## src/tocf_pkg.sv

```systemverilog
// Shared types, register codes and saturation helpers for the complementary filter.
package tocf_pkg;

  localparam int unsigned CfgIdxW = 3;
  localparam int unsigned CfgValW = 23;

  localparam logic [CfgIdxW-1:0] REG_TAU  = 3'd0;
  localparam logic [CfgIdxW-1:0] REG_WACC = 3'd1;
  localparam logic [CfgIdxW-1:0] REG_WVEL = 3'd2;
  localparam logic [CfgIdxW-1:0] REG_WPOS = 3'd3;
  localparam logic [CfgIdxW-1:0] REG_PER  = 3'd4;

  typedef struct packed {
    logic signed [31:0] pos_measure;
    logic signed [31:0] acc_measure;
    logic               pos_flag;
    logic               vel_flag;
    logic               acc_flag;
  } in_t;

  typedef struct packed {
    logic signed [31:0] position;
    logic signed [31:0] velocity;
    logic signed [31:0] acceleration;
    logic               updated;
  } out_t;

  typedef struct packed {
    logic [CfgIdxW-1:0] index;
    logic [CfgValW-1:0] value;
  } cfg_t;

  typedef enum logic [4:0] {
    ST_IDLE  = 5'b00001,
    ST_DIV   = 5'b00010,
    ST_MLOAD = 5'b00100,
    ST_MUL   = 5'b01000,
    ST_MRES  = 5'b10000
  } st_e;

  function automatic logic signed [31:0] sat_add(input logic signed [31:0] a,
                                                 input logic signed [31:0] b);
    logic signed [32:0] s;
    s = {a[31], a} + {b[31], b};
    if (s[32] != s[31]) return s[32] ? 32'sh80000000 : 32'sh7FFFFFFF;
    return s[31:0];
  endfunction

  function automatic logic signed [31:0] sat_sub(input logic signed [31:0] a,
                                                 input logic signed [31:0] b);
    logic signed [32:0] s;
    s = {a[31], a} - {b[31], b};
    if (s[32] != s[31]) return s[32] ? 32'sh80000000 : 32'sh7FFFFFFF;
    return s[31:0];
  endfunction

  function automatic logic signed [31:0] sat_mag(input logic neg, input logic [64:0] mag);
    if (neg) begin
      if (mag >= 65'h80000000) return 32'sh80000000;
      return -$signed(mag[31:0]);
    end
    if (mag > 65'h7FFFFFFF) return 32'sh7FFFFFFF;
    return $signed(mag[31:0]);
  endfunction

endpackage

```

## src/tocf_if.sv

```systemverilog
// Valid/ready channel interfaces for samples, results and register writes.
interface tocf_in_if;
  import tocf_pkg::*;
  logic valid;
  logic ready;
  in_t  data;
  modport source (output valid, output data, input ready);
  modport sink (input valid, input data, output ready);
endinterface

interface tocf_out_if;
  import tocf_pkg::*;
  logic valid;
  logic ready;
  out_t data;
  modport source (output valid, output data, input ready);
  modport sink (input valid, input data, output ready);
endinterface

interface tocf_cfg_if;
  import tocf_pkg::*;
  logic valid;
  logic ready;
  cfg_t data;
  modport source (output valid, output data, input ready);
  modport sink (input valid, input data, output ready);
endinterface

```

## src/third_order_complementary_filter_core.sv

```systemverilog
// Third-order complementary filter: bit-serial divider for gains, shift-add multiplier.
// A sample that does not update is marked pending, then loaded into the output register when it is free.
// An updating sample reaches it after eight shift-add multiplies, one multiplier bit per
// cycle (3 x (20 + 51) + 2 x 17 bits), each with a load step and a result step.
// After reset or a time_constant write the first update adds five 80-bit gain divisions.
// One sample at a time; reset loads default registers and clears all estimates.
module third_order_complementary_filter_core (
  input  logic clk_i,
  input  logic rst_ni,
  tocf_in_if.sink    in_i,
  tocf_cfg_if.sink   cfg_i,
  tocf_out_if.source out_o
);
  import tocf_pkg::*;

  localparam logic [79:0] DIV_K3 = 80'd3 << 56;
  localparam logic [79:0] DIV_K5 = 80'd5 << 56;
  localparam logic [62:0] GAIN_MAX = {63{1'b1}};

  st_e st_q, st_d;
  logic [2:0] sel_q, sel_d;
  logic [6:0] dcnt_q, dcnt_d;
  logic [5:0] mcnt_q, mcnt_d;
  logic dirty_q, dirty_d;

  logic [22:0] tau_q, tau_d;
  logic [19:0] wacc_q, wacc_d, wvel_q, wvel_d, wpos_q, wpos_d;
  logic [16:0] per_q, per_d;

  logic signed [31:0] pos_est_q, pos_est_d, vel_est_q, vel_est_d, acc_est_q, acc_est_d;
  logic signed [31:0] acc_corr_q, acc_corr_d, vel_acc_q, vel_acc_d;
  logic signed [31:0] pos_corr_q, pos_corr_d, pos_int_q, pos_int_d;
  logic [62:0] kp_q, kp_d, kv_q, kv_d, ka_q, ka_d;

  logic signed [31:0] e_q, e_d, acc_meas_q, acc_meas_d, d_q, d_d;
  logic af_q, af_d, upd_q, upd_d, neg_q, neg_d, pend_q, pend_d;
  logic [50:0] p_q, p_d;

  logic [79:0] div_q, div_d;
  logic [22:0] rem_q, rem_d;
  logic [64:0] hi_q, hi_d;
  logic [63:0] lo_q, lo_d, mcand_q, mcand_d;

  logic out_valid_q, out_valid_d;
  out_t out_q, out_d;

  logic [22:0] tdiv;
  logic [23:0] trial, shifted;
  logic qbit;
  logic [79:0] qfull;
  logic [62:0] gain;
  logic [64:0] sum;
  logic [31:0] e_mag;
  logic signed [33:0] s34;
  logic [33:0] s_mag;
  logic signed [31:0] corr, pint;

  assign in_i.ready  = (st_q == ST_IDLE) && !pend_q;
  assign cfg_i.ready = 1'b1;
  assign out_o.valid = out_valid_q;
  assign out_o.data  = out_q;

  always_comb begin
    st_d = st_q; sel_d = sel_q; dcnt_d = dcnt_q; mcnt_d = mcnt_q; dirty_d = dirty_q;
    tau_d = tau_q; wacc_d = wacc_q; wvel_d = wvel_q; wpos_d = wpos_q; per_d = per_q;
    pos_est_d = pos_est_q; vel_est_d = vel_est_q; acc_est_d = acc_est_q;
    acc_corr_d = acc_corr_q; vel_acc_d = vel_acc_q; pos_corr_d = pos_corr_q;
    pos_int_d = pos_int_q; kp_d = kp_q; kv_d = kv_q; ka_d = ka_q;
    e_d = e_q; acc_meas_d = acc_meas_q; d_d = d_q; af_d = af_q; upd_d = upd_q;
    neg_d = neg_q; pend_d = pend_q; p_d = p_q;
    div_d = div_q; rem_d = rem_q; hi_d = hi_q; lo_d = lo_q; mcand_d = mcand_q;
    out_valid_d = out_valid_q && !out_o.ready; out_d = out_q;

    tdiv    = (tau_q == '0) ? 23'd1 : tau_q;
    shifted = {rem_q, div_q[79]};
    trial   = shifted - {1'b0, tdiv};
    qbit    = !trial[23];
    qfull   = {div_q[78:0], qbit};
    gain    = (|qfull[79:63]) ? GAIN_MAX : qfull[62:0];
    sum     = hi_q + (lo_q[0] ? {1'b0, mcand_q} : 65'd0);
    e_mag   = e_q[31] ? 32'(-e_q) : 32'(e_q);
    s34     = {vel_est_q[31], vel_est_q, 1'b0} + {{2{d_q[31]}}, d_q};
    s_mag   = s34[33] ? 34'(-s34) : 34'(s34);
    corr    = sat_mag(neg_q, {5'd0, hi_q[64:5]});
    pint    = sat_add(pos_int_q, sat_mag(neg_q, hi_q));

    if (cfg_i.valid) begin
      unique case (cfg_i.data.index)
        REG_TAU: begin
          tau_d = cfg_i.data.value;
          dirty_d = 1'b1;
        end
        REG_WACC: wacc_d = cfg_i.data.value[19:0];
        REG_WVEL: wvel_d = cfg_i.data.value[19:0];
        REG_WPOS: wpos_d = cfg_i.data.value[19:0];
        REG_PER:  per_d = cfg_i.data.value[16:0];
        default: ;
      endcase
    end

    unique case (st_q)
      ST_IDLE: begin
        if (in_i.valid && !pend_q) begin
          upd_d = in_i.data.pos_flag && !in_i.data.vel_flag;
          af_d = in_i.data.acc_flag;
          acc_meas_d = in_i.data.acc_measure;
          e_d = sat_sub(in_i.data.pos_measure, pos_est_q);
          sel_d = '0;
          if (!(in_i.data.pos_flag && !in_i.data.vel_flag)) begin
            pend_d = 1'b1;
          end else if (dirty_q) begin
            div_d = DIV_K3; rem_d = '0; dcnt_d = 7'd79; st_d = ST_DIV;
          end else begin
            st_d = ST_MLOAD;
          end
        end
      end
      ST_DIV: begin
        rem_d = qbit ? trial[22:0] : shifted[22:0];
        div_d = qfull;
        dcnt_d = dcnt_q - 7'd1;
        if (dcnt_q == '0) begin
          rem_d = '0;
          dcnt_d = 7'd79;
          sel_d = sel_q + 3'd1;
          case (sel_q)
            3'd0: begin kp_d = gain; div_d = {1'b0, gain, 16'd0}; end
            3'd1: begin kv_d = gain; div_d = DIV_K5; end
            3'd2: div_d = {1'b0, gain, 16'd0};
            3'd3: div_d = {1'b0, gain, 16'd0};
            default: begin
              ka_d = gain; dirty_d = 1'b0; sel_d = '0; st_d = ST_MLOAD;
            end
          endcase
        end
      end
      ST_MLOAD: begin
        hi_d = '0;
        st_d = ST_MUL;
        neg_d = e_q[31];
        case (sel_q)
          3'd0: begin mcand_d = {32'd0, e_mag}; lo_d = {44'd0, wacc_q}; mcnt_d = 6'd19; end
          3'd1: begin mcand_d = {1'b0, ka_q}; lo_d = {13'd0, p_q}; mcnt_d = 6'd50; end
          3'd2: begin mcand_d = {32'd0, e_mag}; lo_d = {44'd0, wvel_q}; mcnt_d = 6'd19; end
          3'd3: begin mcand_d = {1'b0, kv_q}; lo_d = {13'd0, p_q}; mcnt_d = 6'd50; end
          3'd4: begin mcand_d = {32'd0, e_mag}; lo_d = {44'd0, wpos_q}; mcnt_d = 6'd19; end
          3'd5: begin mcand_d = {1'b0, kp_q}; lo_d = {13'd0, p_q}; mcnt_d = 6'd50; end
          3'd6: begin
            mcand_d = {32'd0, acc_est_q[31] ? 32'(-acc_est_q) : 32'(acc_est_q)};
            lo_d = {47'd0, per_q}; mcnt_d = 6'd16; neg_d = acc_est_q[31];
          end
          default: begin
            mcand_d = {30'd0, s_mag}; lo_d = {47'd0, per_q}; mcnt_d = 6'd16;
            neg_d = s34[33];
          end
        endcase
      end
      ST_MUL: begin
        hi_d = {1'b0, sum[64:1]};
        lo_d = {sum[0], lo_q[63:1]};
        mcnt_d = mcnt_q - 6'd1;
        if (mcnt_q == '0) st_d = ST_MRES;
      end
      ST_MRES: begin
        sel_d = sel_q + 3'd1;
        st_d = ST_MLOAD;
        case (sel_q)
          3'd0, 3'd2, 3'd4: p_d = {hi_q[30:0], lo_q[63:44]};
          3'd1: acc_corr_d = sat_add(acc_corr_q, corr);
          3'd3: vel_acc_d = sat_add(vel_acc_q, corr);
          3'd5: begin
            pos_corr_d = sat_add(pos_corr_q, corr);
            if (af_q) acc_est_d = sat_add(acc_meas_q, acc_corr_q);
          end
          3'd6: d_d = sat_mag(neg_q, {hi_q[63:0], lo_q[63]});
          default: begin
            pos_int_d = pint;
            pos_est_d = sat_add(pint, pos_corr_q);
            vel_acc_d = sat_add(vel_acc_q, d_q);
            vel_est_d = sat_add(vel_acc_q, d_q);
            pend_d = 1'b1;
            st_d = ST_IDLE;
          end
        endcase
      end
      default: st_d = ST_IDLE;
    endcase

    if (pend_q && !out_valid_d) begin
      pend_d = 1'b0;
      out_valid_d = 1'b1;
      out_d.position = pos_est_q;
      out_d.velocity = vel_est_q;
      out_d.acceleration = acc_est_q;
      out_d.updated = upd_q;
    end
  end

  always_ff @(posedge clk_i or negedge rst_ni) begin
    if (!rst_ni) begin
      st_q <= ST_IDLE; sel_q <= '0; dcnt_q <= '0; mcnt_q <= '0; dirty_q <= 1'b1;
      tau_q <= 23'd65536; wacc_q <= 20'd65536; wvel_q <= 20'd65536;
      wpos_q <= 20'd65536; per_q <= 17'd328;
      pos_est_q <= '0; vel_est_q <= '0; acc_est_q <= '0;
      acc_corr_q <= '0; vel_acc_q <= '0; pos_corr_q <= '0; pos_int_q <= '0;
      kp_q <= '0; kv_q <= '0; ka_q <= '0;
      e_q <= '0; acc_meas_q <= '0; d_q <= '0; af_q <= 1'b0; upd_q <= 1'b0;
      neg_q <= 1'b0; pend_q <= 1'b0; p_q <= '0;
      div_q <= '0; rem_q <= '0; hi_q <= '0; lo_q <= '0; mcand_q <= '0;
      out_valid_q <= 1'b0; out_q <= '0;
    end else begin
      st_q <= st_d; sel_q <= sel_d; dcnt_q <= dcnt_d; mcnt_q <= mcnt_d; dirty_q <= dirty_d;
      tau_q <= tau_d; wacc_q <= wacc_d; wvel_q <= wvel_d; wpos_q <= wpos_d; per_q <= per_d;
      pos_est_q <= pos_est_d; vel_est_q <= vel_est_d; acc_est_q <= acc_est_d;
      acc_corr_q <= acc_corr_d; vel_acc_q <= vel_acc_d; pos_corr_q <= pos_corr_d;
      pos_int_q <= pos_int_d; kp_q <= kp_d; kv_q <= kv_d; ka_q <= ka_d;
      e_q <= e_d; acc_meas_q <= acc_meas_d; d_q <= d_d; af_q <= af_d; upd_q <= upd_d;
      neg_q <= neg_d; pend_q <= pend_d; p_q <= p_d;
      div_q <= div_d; rem_q <= rem_d; hi_q <= hi_d; lo_q <= lo_d; mcand_q <= mcand_d;
      out_valid_q <= out_valid_d; out_q <= out_d;
    end
  end

endmodule
```

## src/flat_wrapper.sv

```systemverilog
// flat-port wrapper written by rule: the top's interface ports become plain ports
module third_order_complementary_filter_core_flat import tocf_pkg::*;
  (clk_i, rst_ni, in_i_valid, in_i_data, in_i_ready, cfg_i_valid, cfg_i_data, cfg_i_ready, out_o_valid, out_o_data, out_o_ready);
  tocf_in_if in_i_i ();
  tocf_cfg_if cfg_i_i ();
  tocf_out_if out_o_i ();
  input  logic clk_i;
  input  logic rst_ni;
  input wire logic [$bits(in_i_i.valid)-1:0] in_i_valid;
  input wire logic [$bits(in_i_i.data)-1:0] in_i_data;
  output wire logic [$bits(in_i_i.ready)-1:0] in_i_ready;
  input wire logic [$bits(cfg_i_i.valid)-1:0] cfg_i_valid;
  input wire logic [$bits(cfg_i_i.data)-1:0] cfg_i_data;
  output wire logic [$bits(cfg_i_i.ready)-1:0] cfg_i_ready;
  output wire logic [$bits(out_o_i.valid)-1:0] out_o_valid;
  output wire logic [$bits(out_o_i.data)-1:0] out_o_data;
  input wire logic [$bits(out_o_i.ready)-1:0] out_o_ready;
  assign in_i_i.valid = in_i_valid;
  assign in_i_i.data = in_i_data;
  assign in_i_ready = in_i_i.ready;
  assign cfg_i_i.valid = cfg_i_valid;
  assign cfg_i_i.data = cfg_i_data;
  assign cfg_i_ready = cfg_i_i.ready;
  assign out_o_valid = out_o_i.valid;
  assign out_o_data = out_o_i.data;
  assign out_o_i.ready = out_o_ready;
  third_order_complementary_filter_core u_core (.clk_i(clk_i), .rst_ni(rst_ni), .in_i(in_i_i), .cfg_i(cfg_i_i), .out_o(out_o_i));
endmodule
```

## config.mk

```make
export PLATFORM = sky130hd
export DESIGN_NAME = third_order_complementary_filter_core_flat
export DESIGN_NICKNAME = d
export VERILOG_FILES = /design/src/tocf_pkg.sv /design/src/tocf_if.sv /design/src/third_order_complementary_filter_core.sv /design/src/flat_wrapper.sv
export SDC_FILE = /design/constraint.sdc
export NUM_CORES = 2
export LEC_CHECK = 0
export CAP_MARGIN = 20
export CORE_MARGIN = 4
export CORE_UTILIZATION = 61
export DETAILED_ROUTE_END_ITERATION = 8
export DONT_BUFFER_PORTS = 1
export GPL_TIMING_DRIVEN = 1
export HOLD_SLACK_MARGIN = 0.1
export PLACE_DENSITY_LB_ADDON = 0.08
export SLEW_MARGIN = 25
export SYNTH_ARGS = -nofsm -noshare
export SYNTH_HDL_FRONTEND = slang
export SYNTH_SLANG_ARGS = --single-unit
```

## constraint.sdc

```tcl
create_clock -name clk_i -period 25.3 [get_ports clk_i]
set_input_delay 6.325 -clock clk_i [delete_from_list [all_inputs] [get_ports clk_i]]
set_output_delay 6.325 -clock clk_i [all_outputs]
set_load 0.005 [all_outputs]
```

Word-level counts from Yosys, hierarchy flattened
Cells that the tools add are included.
- output and inout port bits: 100
- register bits after elaboration: 1080
- word-level logic and storage cells: 284
- input bits: 98
- multiplexer cells: 138
- order comparisons: 6
- bitwise operators: 3
- add/subtract/negate cells: 20
- reduce and logical (&&, ||, !) cells: 47
- equality and inequality tests: 32
- operators by type and width (operator ; number):
    $mux W32 ; 44
    $mux W80 ; 4
    $pmux W80 S2 ; 2
    $pmux W63 S5 ; 1
    $add A32 B32 Y33 ; 7
    $pmux W51 S4 ; 1
    $neg A32 Y32 ; 5
    $mux W23 ; 6
    $ge A65 B32 Y1 const B ; 2
    $gt A65 B31 Y1 const B ; 2
    $pmux W65 S2 ; 1
    $pmux W64 S2 ; 1
    $add A65 B65 Y65 ; 1
    $mux W64 ; 1
    $pmux W32 S2 ; 1
    $mux W63 ; 1
    $ge A60 B32 Y1 const B ; 1
    $gt A60 B31 Y1 const B ; 1
    $mux W1 ; 52
    $pmux W23 S2 ; 1
    $add A33 B32 Y34 ; 1
    $mux W34 ; 1
    $neg A34 Y34 ; 1
    $sub A32 B32 Y33 ; 1
    other kinds (43) ; 107

Logic depth before layout (Yosys ltp)
- word-level depth: 18
- depth in mapped cells: 44
- gate-level depth less buffers: 38

Least setup slack after synthesis
OpenSTA, ideal clock, no wires.
- path type: input-to-reg
- start: input in_i_data[41]
- end: register u_core.e_q[11]
- path slack: 15.977 ns
- setup time: 0.083 ns
- data arrival time: 9.240 ns
- stages: 12
- path buffers: 1
- required time: 25.217 ns
- cell sequence: ha_1 a2111o_1 o2111ai_1 a21boi_0 o211ai_1 a21boi_0 o32ai_2 a211oi_1 nor3_1 clkbuf_1 nor3_1 o21ai_0
- word-level cells in the longest chain between the ends: 6
- elaborated cells on any way between the ends: 8
- classes of those cells: add/sub (1); eq/ne (1); mux (6)
- ends and longest elaborated chain (item ; line ; text):
    from (decl) ; flat_wrapper.sv:10 ; input wire logic [$bits(in_i_i.data)-1:0] in_i_data;
    $sub A32 B32 Y33 (*) ; tocf_pkg.sv:52 ; s = {a[31], a} - {b[31], b};
    $ne A1 B1 Y1 ; tocf_pkg.sv:53 ; if (s[32] != s[31]) return s[32] ? 32'sh80000000 : 32'sh7FFFFFFF;
    $mux W1 ; tocf_pkg.sv:53 ;
    $mux W1 ; third_order_complementary_filter_core.sv:103 ; if (in_i.valid && !pend_q) begin
    $mux W1 ; third_order_complementary_filter_core.sv:101 ; unique case (st_q)
    $mux W32 (*) ; tocf_pkg.sv:54 ; return s[31:0];
    to (signal assigned) ; third_order_complementary_filter_core.sv:207 ; e_q <= '0; acc_meas_q <= '0; d_q <= '0; af_q <= 1'b0; upd_q <= 1'b0;
    to (signal assigned) ; third_order_complementary_filter_core.sv:217 ; e_q <= e_d; acc_meas_q <= acc_meas_d; d_q <= d_d; af_q <= af_d; upd_q <= upd_d;
    to (decl) ; third_order_complementary_filter_core.sv:35 ; logic signed [31:0] e_q, e_d, acc_meas_q, acc_meas_d, d_q, d_d;
Every way passes the cells marked *; elsewhere a longest branch is shown, timed or not. The select of a mux whose other input is x is not followed.
A chain may end at the register's enable or synchronous reset.

Worst setup path in the final report
- start: register u_core.hi_q[44]
- end: register u_core.pos_est_q[8]
- word-level cells in the longest chain between the ends: 18
- elaborated cells on any way between the ends: 25
- classes of those cells: add/sub (2); order compare (2); eq/ne (2); mux (19)
- ends and longest elaborated chain (item ; line ; text):
    from (decl) ; third_order_complementary_filter_core.sv:41 ; logic [64:0] hi_q, hi_d;
    from (signal assigned) ; third_order_complementary_filter_core.sv:219 ; div_q <= div_d; rem_q <= rem_d; hi_q <= hi_d; lo_q <= lo_d; mcand_q <= mcand_d;
    $ge A65 B32 Y1 ; tocf_pkg.sv:59 ; if (mag >= 65'h80000000) return 32'sh80000000;
    $mux W1 ; tocf_pkg.sv:59 ;
    $mux W1 ; tocf_pkg.sv:58 ; if (neg) begin
    $mux W32 ; tocf_pkg.sv:60 ; return -$signed(mag[31:0]);
    $mux W32 ; tocf_pkg.sv:58 ;
    $mux W32 ; tocf_pkg.sv:62 ; if (mag > 65'h7FFFFFFF) return 32'sh7FFFFFFF;
    $mux W32 ; tocf_pkg.sv:63 ; return $signed(mag[31:0]);
    $mux W32 (*) ; tocf_pkg.sv:62 ;
    [... 3 more ...] ; n/a ;
    $mux W32 (*) ; tocf_pkg.sv:46 ; return s[31:0];
    named net u_core.pint[0] ; third_order_complementary_filter_core.sv:56 ; logic signed [31:0] corr, pint;
    $add A32 B32 Y33 (*) ; tocf_pkg.sv:44 ; s = {a[31], a} + {b[31], b};
    $ne A1 B1 Y1 ; tocf_pkg.sv:45 ; if (s[32] != s[31]) return s[32] ? 32'sh80000000 : 32'sh7FFFFFFF;
    $mux W1 ; tocf_pkg.sv:45 ;
    $mux W1 ; third_order_complementary_filter_core.sv:167 ; case (sel_q)
    $mux W1 ; third_order_complementary_filter_core.sv:101 ;
    $mux W32 (*) ; tocf_pkg.sv:46 ;
    to (signal assigned) ; third_order_complementary_filter_core.sv:214 ; pos_est_q <= pos_est_d; vel_est_q <= vel_est_d; acc_est_q <= acc_est_d;
    to (decl) ; third_order_complementary_filter_core.sv:30 ; logic signed [31:0] pos_est_q, pos_est_d, vel_est_q, vel_est_d, acc_est_q, acc_est_d;
Mark *: on every way through the listed nets, which the timed path passes. The rest lies on a longest branch. The select of a mux whose other input is x is not followed.

==> flow_metrics.py <==
metrics = {
    "yosys": {
        "synth-seq-area-share_pct": 38.7,
        "synth_xor_area_share_pct": 4.85,
        "synth_edf_count": 0,
        "synth_common_cells": "1081 x nand2_1, 1069 x dfrtp_1, 928 x o21ai_0",
        "syn_area_mm2": 0.0697,
        "ys.warnings.count": 0,
        "yosysMostFrequentCell": "nand2_1",
        "yosys.area.top_type": "dfrtp_1",
        "synthSimpleGateAreaFrac_pct": 16.3,
        "avgSynthCellArea_um2": 8.68,
        "synthesis.nets": 8529,
        "post_synth_mux_area_share_pct": 5.09,
        "yosysUniqueCellTypes": 98,
        "synth_top_family_by_area": "compound AO/OA/AOI/OAI gates",
        "netlist_top_cells_area": "dfrtp_1 38%, ha_1 7.1%, o21ai_0 6.7%",
        "syn_inst": 8027,
        "synthAdderAreaFrac_pct": 8.12,
        "ys_ff_latch": 1078,
        "synth.top_cell.area_share_pct": 38.4,
        "async_flop_share_pct": 100,
        "synth_ff_type": "dfrtp_1",
        "synth_compound_area_share_pct": 23.4,
    },
    "critical_path": {
        "cp_slowest_cell": "clkinv_1",
        "timing.critical_path.mode_cell": "o21ai_0",
        "cpPeakStageDelay_ns": 0.84,
        "path_buf_inv": 3,
        "critPathLaunchType": "register",
        "critical-path-top-delay-family": "compound AO/OA/AOI/OAI gates",
        "path_max_fanout": 45,
        "cp_data_arrival_time_ns": 13.00,
        "crit_required_ns": 25.88,
        "end_kind": "register",
        "worstSetupPathType": "register to register",
    },
    "cts": {
        "cts_resized": 0,
        "cts_hold_buffers": 0,
        "clk_pin_slew_ns": 0.06,
        "numCtsBuffers": 115,
        "ctsLongestPathBuffers": 3,
        "cts_setup_buffers": 0,
        "insertion_delay_ns": 0.76,
        "cts_tree": "built",
        "clock_sink_count": 1078,
        "h-tree-depth": 3,
        "cts_root_buf": "clkbuf_16",
    },
    "floorplan": {
        "die_h_um": 346,
        "initial_core_util_pct": 61.7,
        "dieArea_mm2": 0.120,
        "die_x_um": 346,
        "num_rows": 123,
        "ios": 198,
        "core_region_area_mm2": 0.113,
    },
    "layout": {
        "drive_above_1_share_pct": 8.28,
        "final_util_pct": 66.5,
        "final_cell_area_mm2": 0.0751,
        "nets": 8272,
        "syn_to_final_growth_pct": 7.82,
    },
    "drt": {
        "routed_wl_mm": 239,
        "vias_per_cell": 6.66,
        "drt_pass1_iterations": 6,
        "wl_per_cell_um": 25.5,
        "ant_nets": 0,
        "vias": 62435,
        "drc": 0,
        "drt_iter0_drc": 5997,
    },
    "timing": {
        "whs_ns": 0.475,
        "slew-limit-headroom_pct": 27.5,
        "clock.fmax_ghz": 0.0805,
        "rsz0062_at_grt": "false",
        "period_minus_slack_ns": 12.42,
        "worst_pin_slew_ns": 1.09,
        "fin_setup_tns_ns": 0,
        "clock_skew_ns": 0.0550,
        "fin_crit_sh_pct": 49.1,
        "slew_violations": 0,
        "final-hold-violation-count": 0,
        "setup_viol": 0,
    },
    "power_and_ir_drop": {
        "finalPower_uw": 7340,
        "power_frac_seq_pct": 29.3,
        "p_int_uw": 4170,
        "comb_power_share_pct": 45.5,
        "vdd_drop_max_mv": 0.0711,
        "switching_share_pct": 43.3,
        "powerDensity_mw_per_mm2": 97.7,
        "power.static_leakage_uw": 0.0353,
        "switchingPower_uw": 3180,
        "p_clk_share_pct": 25.1,
    },
    "global_route": {
        "grt_max_degree": 1079,
        "grt.total_usage_pct": 38.7,
        "grt_pass1_vias": 58818,
        "grt-ovfl-total": 0,
        "grt_pass1_wl_mm": 362,
        "antenna_found_initial": 11,
    },
    "run": {
        "cap_violations": 0,
    },
    "placement": {
        "place_area_mm2": 0.0708,
        "gp_congestion": 1.04,
        "dp_hpwl_mm": 174,
        "port_buffers": 0,
    },
    "outcome": {
        "status": "completed",
    },
    "worst_hold_path": {
        "hp-class": "register to register",
    },
}
flip-flops by register name, summed over array words and instances, names as in the netlist, 23 cells and up:
name / cells
u_core.kp_q: 63
u_core.acc_est_q: 32
u_core.hi_q: 64
u_core.pos_int_q: 32
u_core.acc_meas_q: 32
u_core.mcand_q: 63
u_core.e_q: 32
u_core.vel_acc_q: 32
u_core.d_q: 32
u_core.vel_est_q: 32
u_core.pos_corr_q: 32
u_core.lo_q: 64
u_core.tau_q: 23
u_core.ka_q: 63
u_core.rem_q: 23
u_core.kv_q: 63
u_core.out_o.data: 97
u_core.div_q: 80
u_core.acc_corr_q: 32
u_core.pos_est_q: 32
u_core.p_q: 51
cells by family after synthesis:
| family | count (synthesis) |
|---|---|
| other | 1 |
| multiplexers | 324 |
| buffers and inverters | 650 |
| adder cells (fa/ha/maj) | 456 |
| AND/OR/NAND/NOR | 2496 |
| AO/OA/AOI/OAI | 2636 |
| flip-flops | 1078 |
| XOR/XNOR | 386 |
worst reg2reg max path, delay by kind of cell (launching register included):
kind	cells	cell delay, ns
AOI/OAI and AO/OA	18	5.89
and+or+nand+nor	10	2.38
DFF	1	0.40
xor gates and xnor gates	1	0.12
adders and majority gates	5	2.06
buffers and inverters	3	1.40
power by group through the flow:
stage	Clock (uW)	Combinational [uW]	Sequential, uW
floorplan	0	2280	2070
global placement	0	3180	2160
detailed placement	0	3220	2170
CTS	1860	3240	2140
global route	1930	3610	2170
finish	1840	3340	2150
stage by stage:
stage / instances / worst slack, ns
after floorplan: 8027 / 15.98
after global placement: 9145 / 13.36
after detailed placement: 9145 / 13.31
after CTS: 9356 / 13.17
after global routing: 9367 / 12.02
final: 9374 / 12.88
worst paths after layout:
check	end	cells after the start	start	slack (ns)
min in group asynchronous	u_core.div_q[63]$_DFFE_PN0P_	0	rst_ni	5.27
max in group asynchronous	u_core.vel_acc_q[12]$_DFFE_PN0P_	3	rst_ni	17.68
worst min-delay path	u_core.kp_q[14]$_DFFE_PN0P_	2	u_core.kp_q[14]$_DFFE_PN0P_	0.48
worst max-delay path	u_core.pos_est_q[8]$_DFFE_PN0P_	37	u_core.hi_q[44]$_DFFE_PN0P_	12.88
worst min register to register	u_core.kp_q[14]$_DFFE_PN0P_	2	u_core.kp_q[14]$_DFFE_PN0P_	0.48
worst max register to register	u_core.pos_est_q[8]$_DFFE_PN0P_	37	u_core.hi_q[44]$_DFFE_PN0P_	12.88
layer usage:
metal / share of wire (%) / vias up / GRT usage (%) / wire, um
li1: - / 28491 / - / -
met1: 40 / 30458 / 50.1 / 94900
met2: 44 / 2779 / 59.8 / 106000
met3: 8.1 / 705 / 7.30 / 19500
met4: 7.8 / 2 / 25.1 / 18700
met5: 0.0029 / - / 0 / 7
final cells by class:
cell class | instances | area (um2)
Antenna cell | 10 | 25.0
Tap cell | 1500 | 1880
Multi-Input combinational cell | 6299 | 40600
Fill cell | 9365 | 37800
Clock inverter | 46 | 825
Timing Repair Buffer | 101 | 906
Inverter | 175 | 657
Sequential cell | 1078 | 27000
Clock buffer | 165 | 3290
layout by cell type (no fill, tap or decap), drive strengths merged, types with 39 or more instances in the layout:
cell / instances
a21o: 199
o311ai: 40
nor4: 46
ha: 393
buf: 101
nor3: 124
and2: 94
a31oi: 71
a21oi: 639
mux2: 246
o211ai: 57
nand4: 49
nor2: 588
and3: 89
nand2: 1081
a22o: 39
o21ai: 939
maj3: 52
a221o: 47
mux2i: 78
nand2b: 79
o21a: 77
xor2: 175
a22oi: 60
nand3: 122
or3: 60
o21bai: 60
nor2b: 54
xnor2: 211
dfrtp: 1069
inv: 173
a211oi: 84
clkbuf: 165
o31ai: 48
a221oi: 42
No activity file was read; power rests on OpenSTA's default activity.
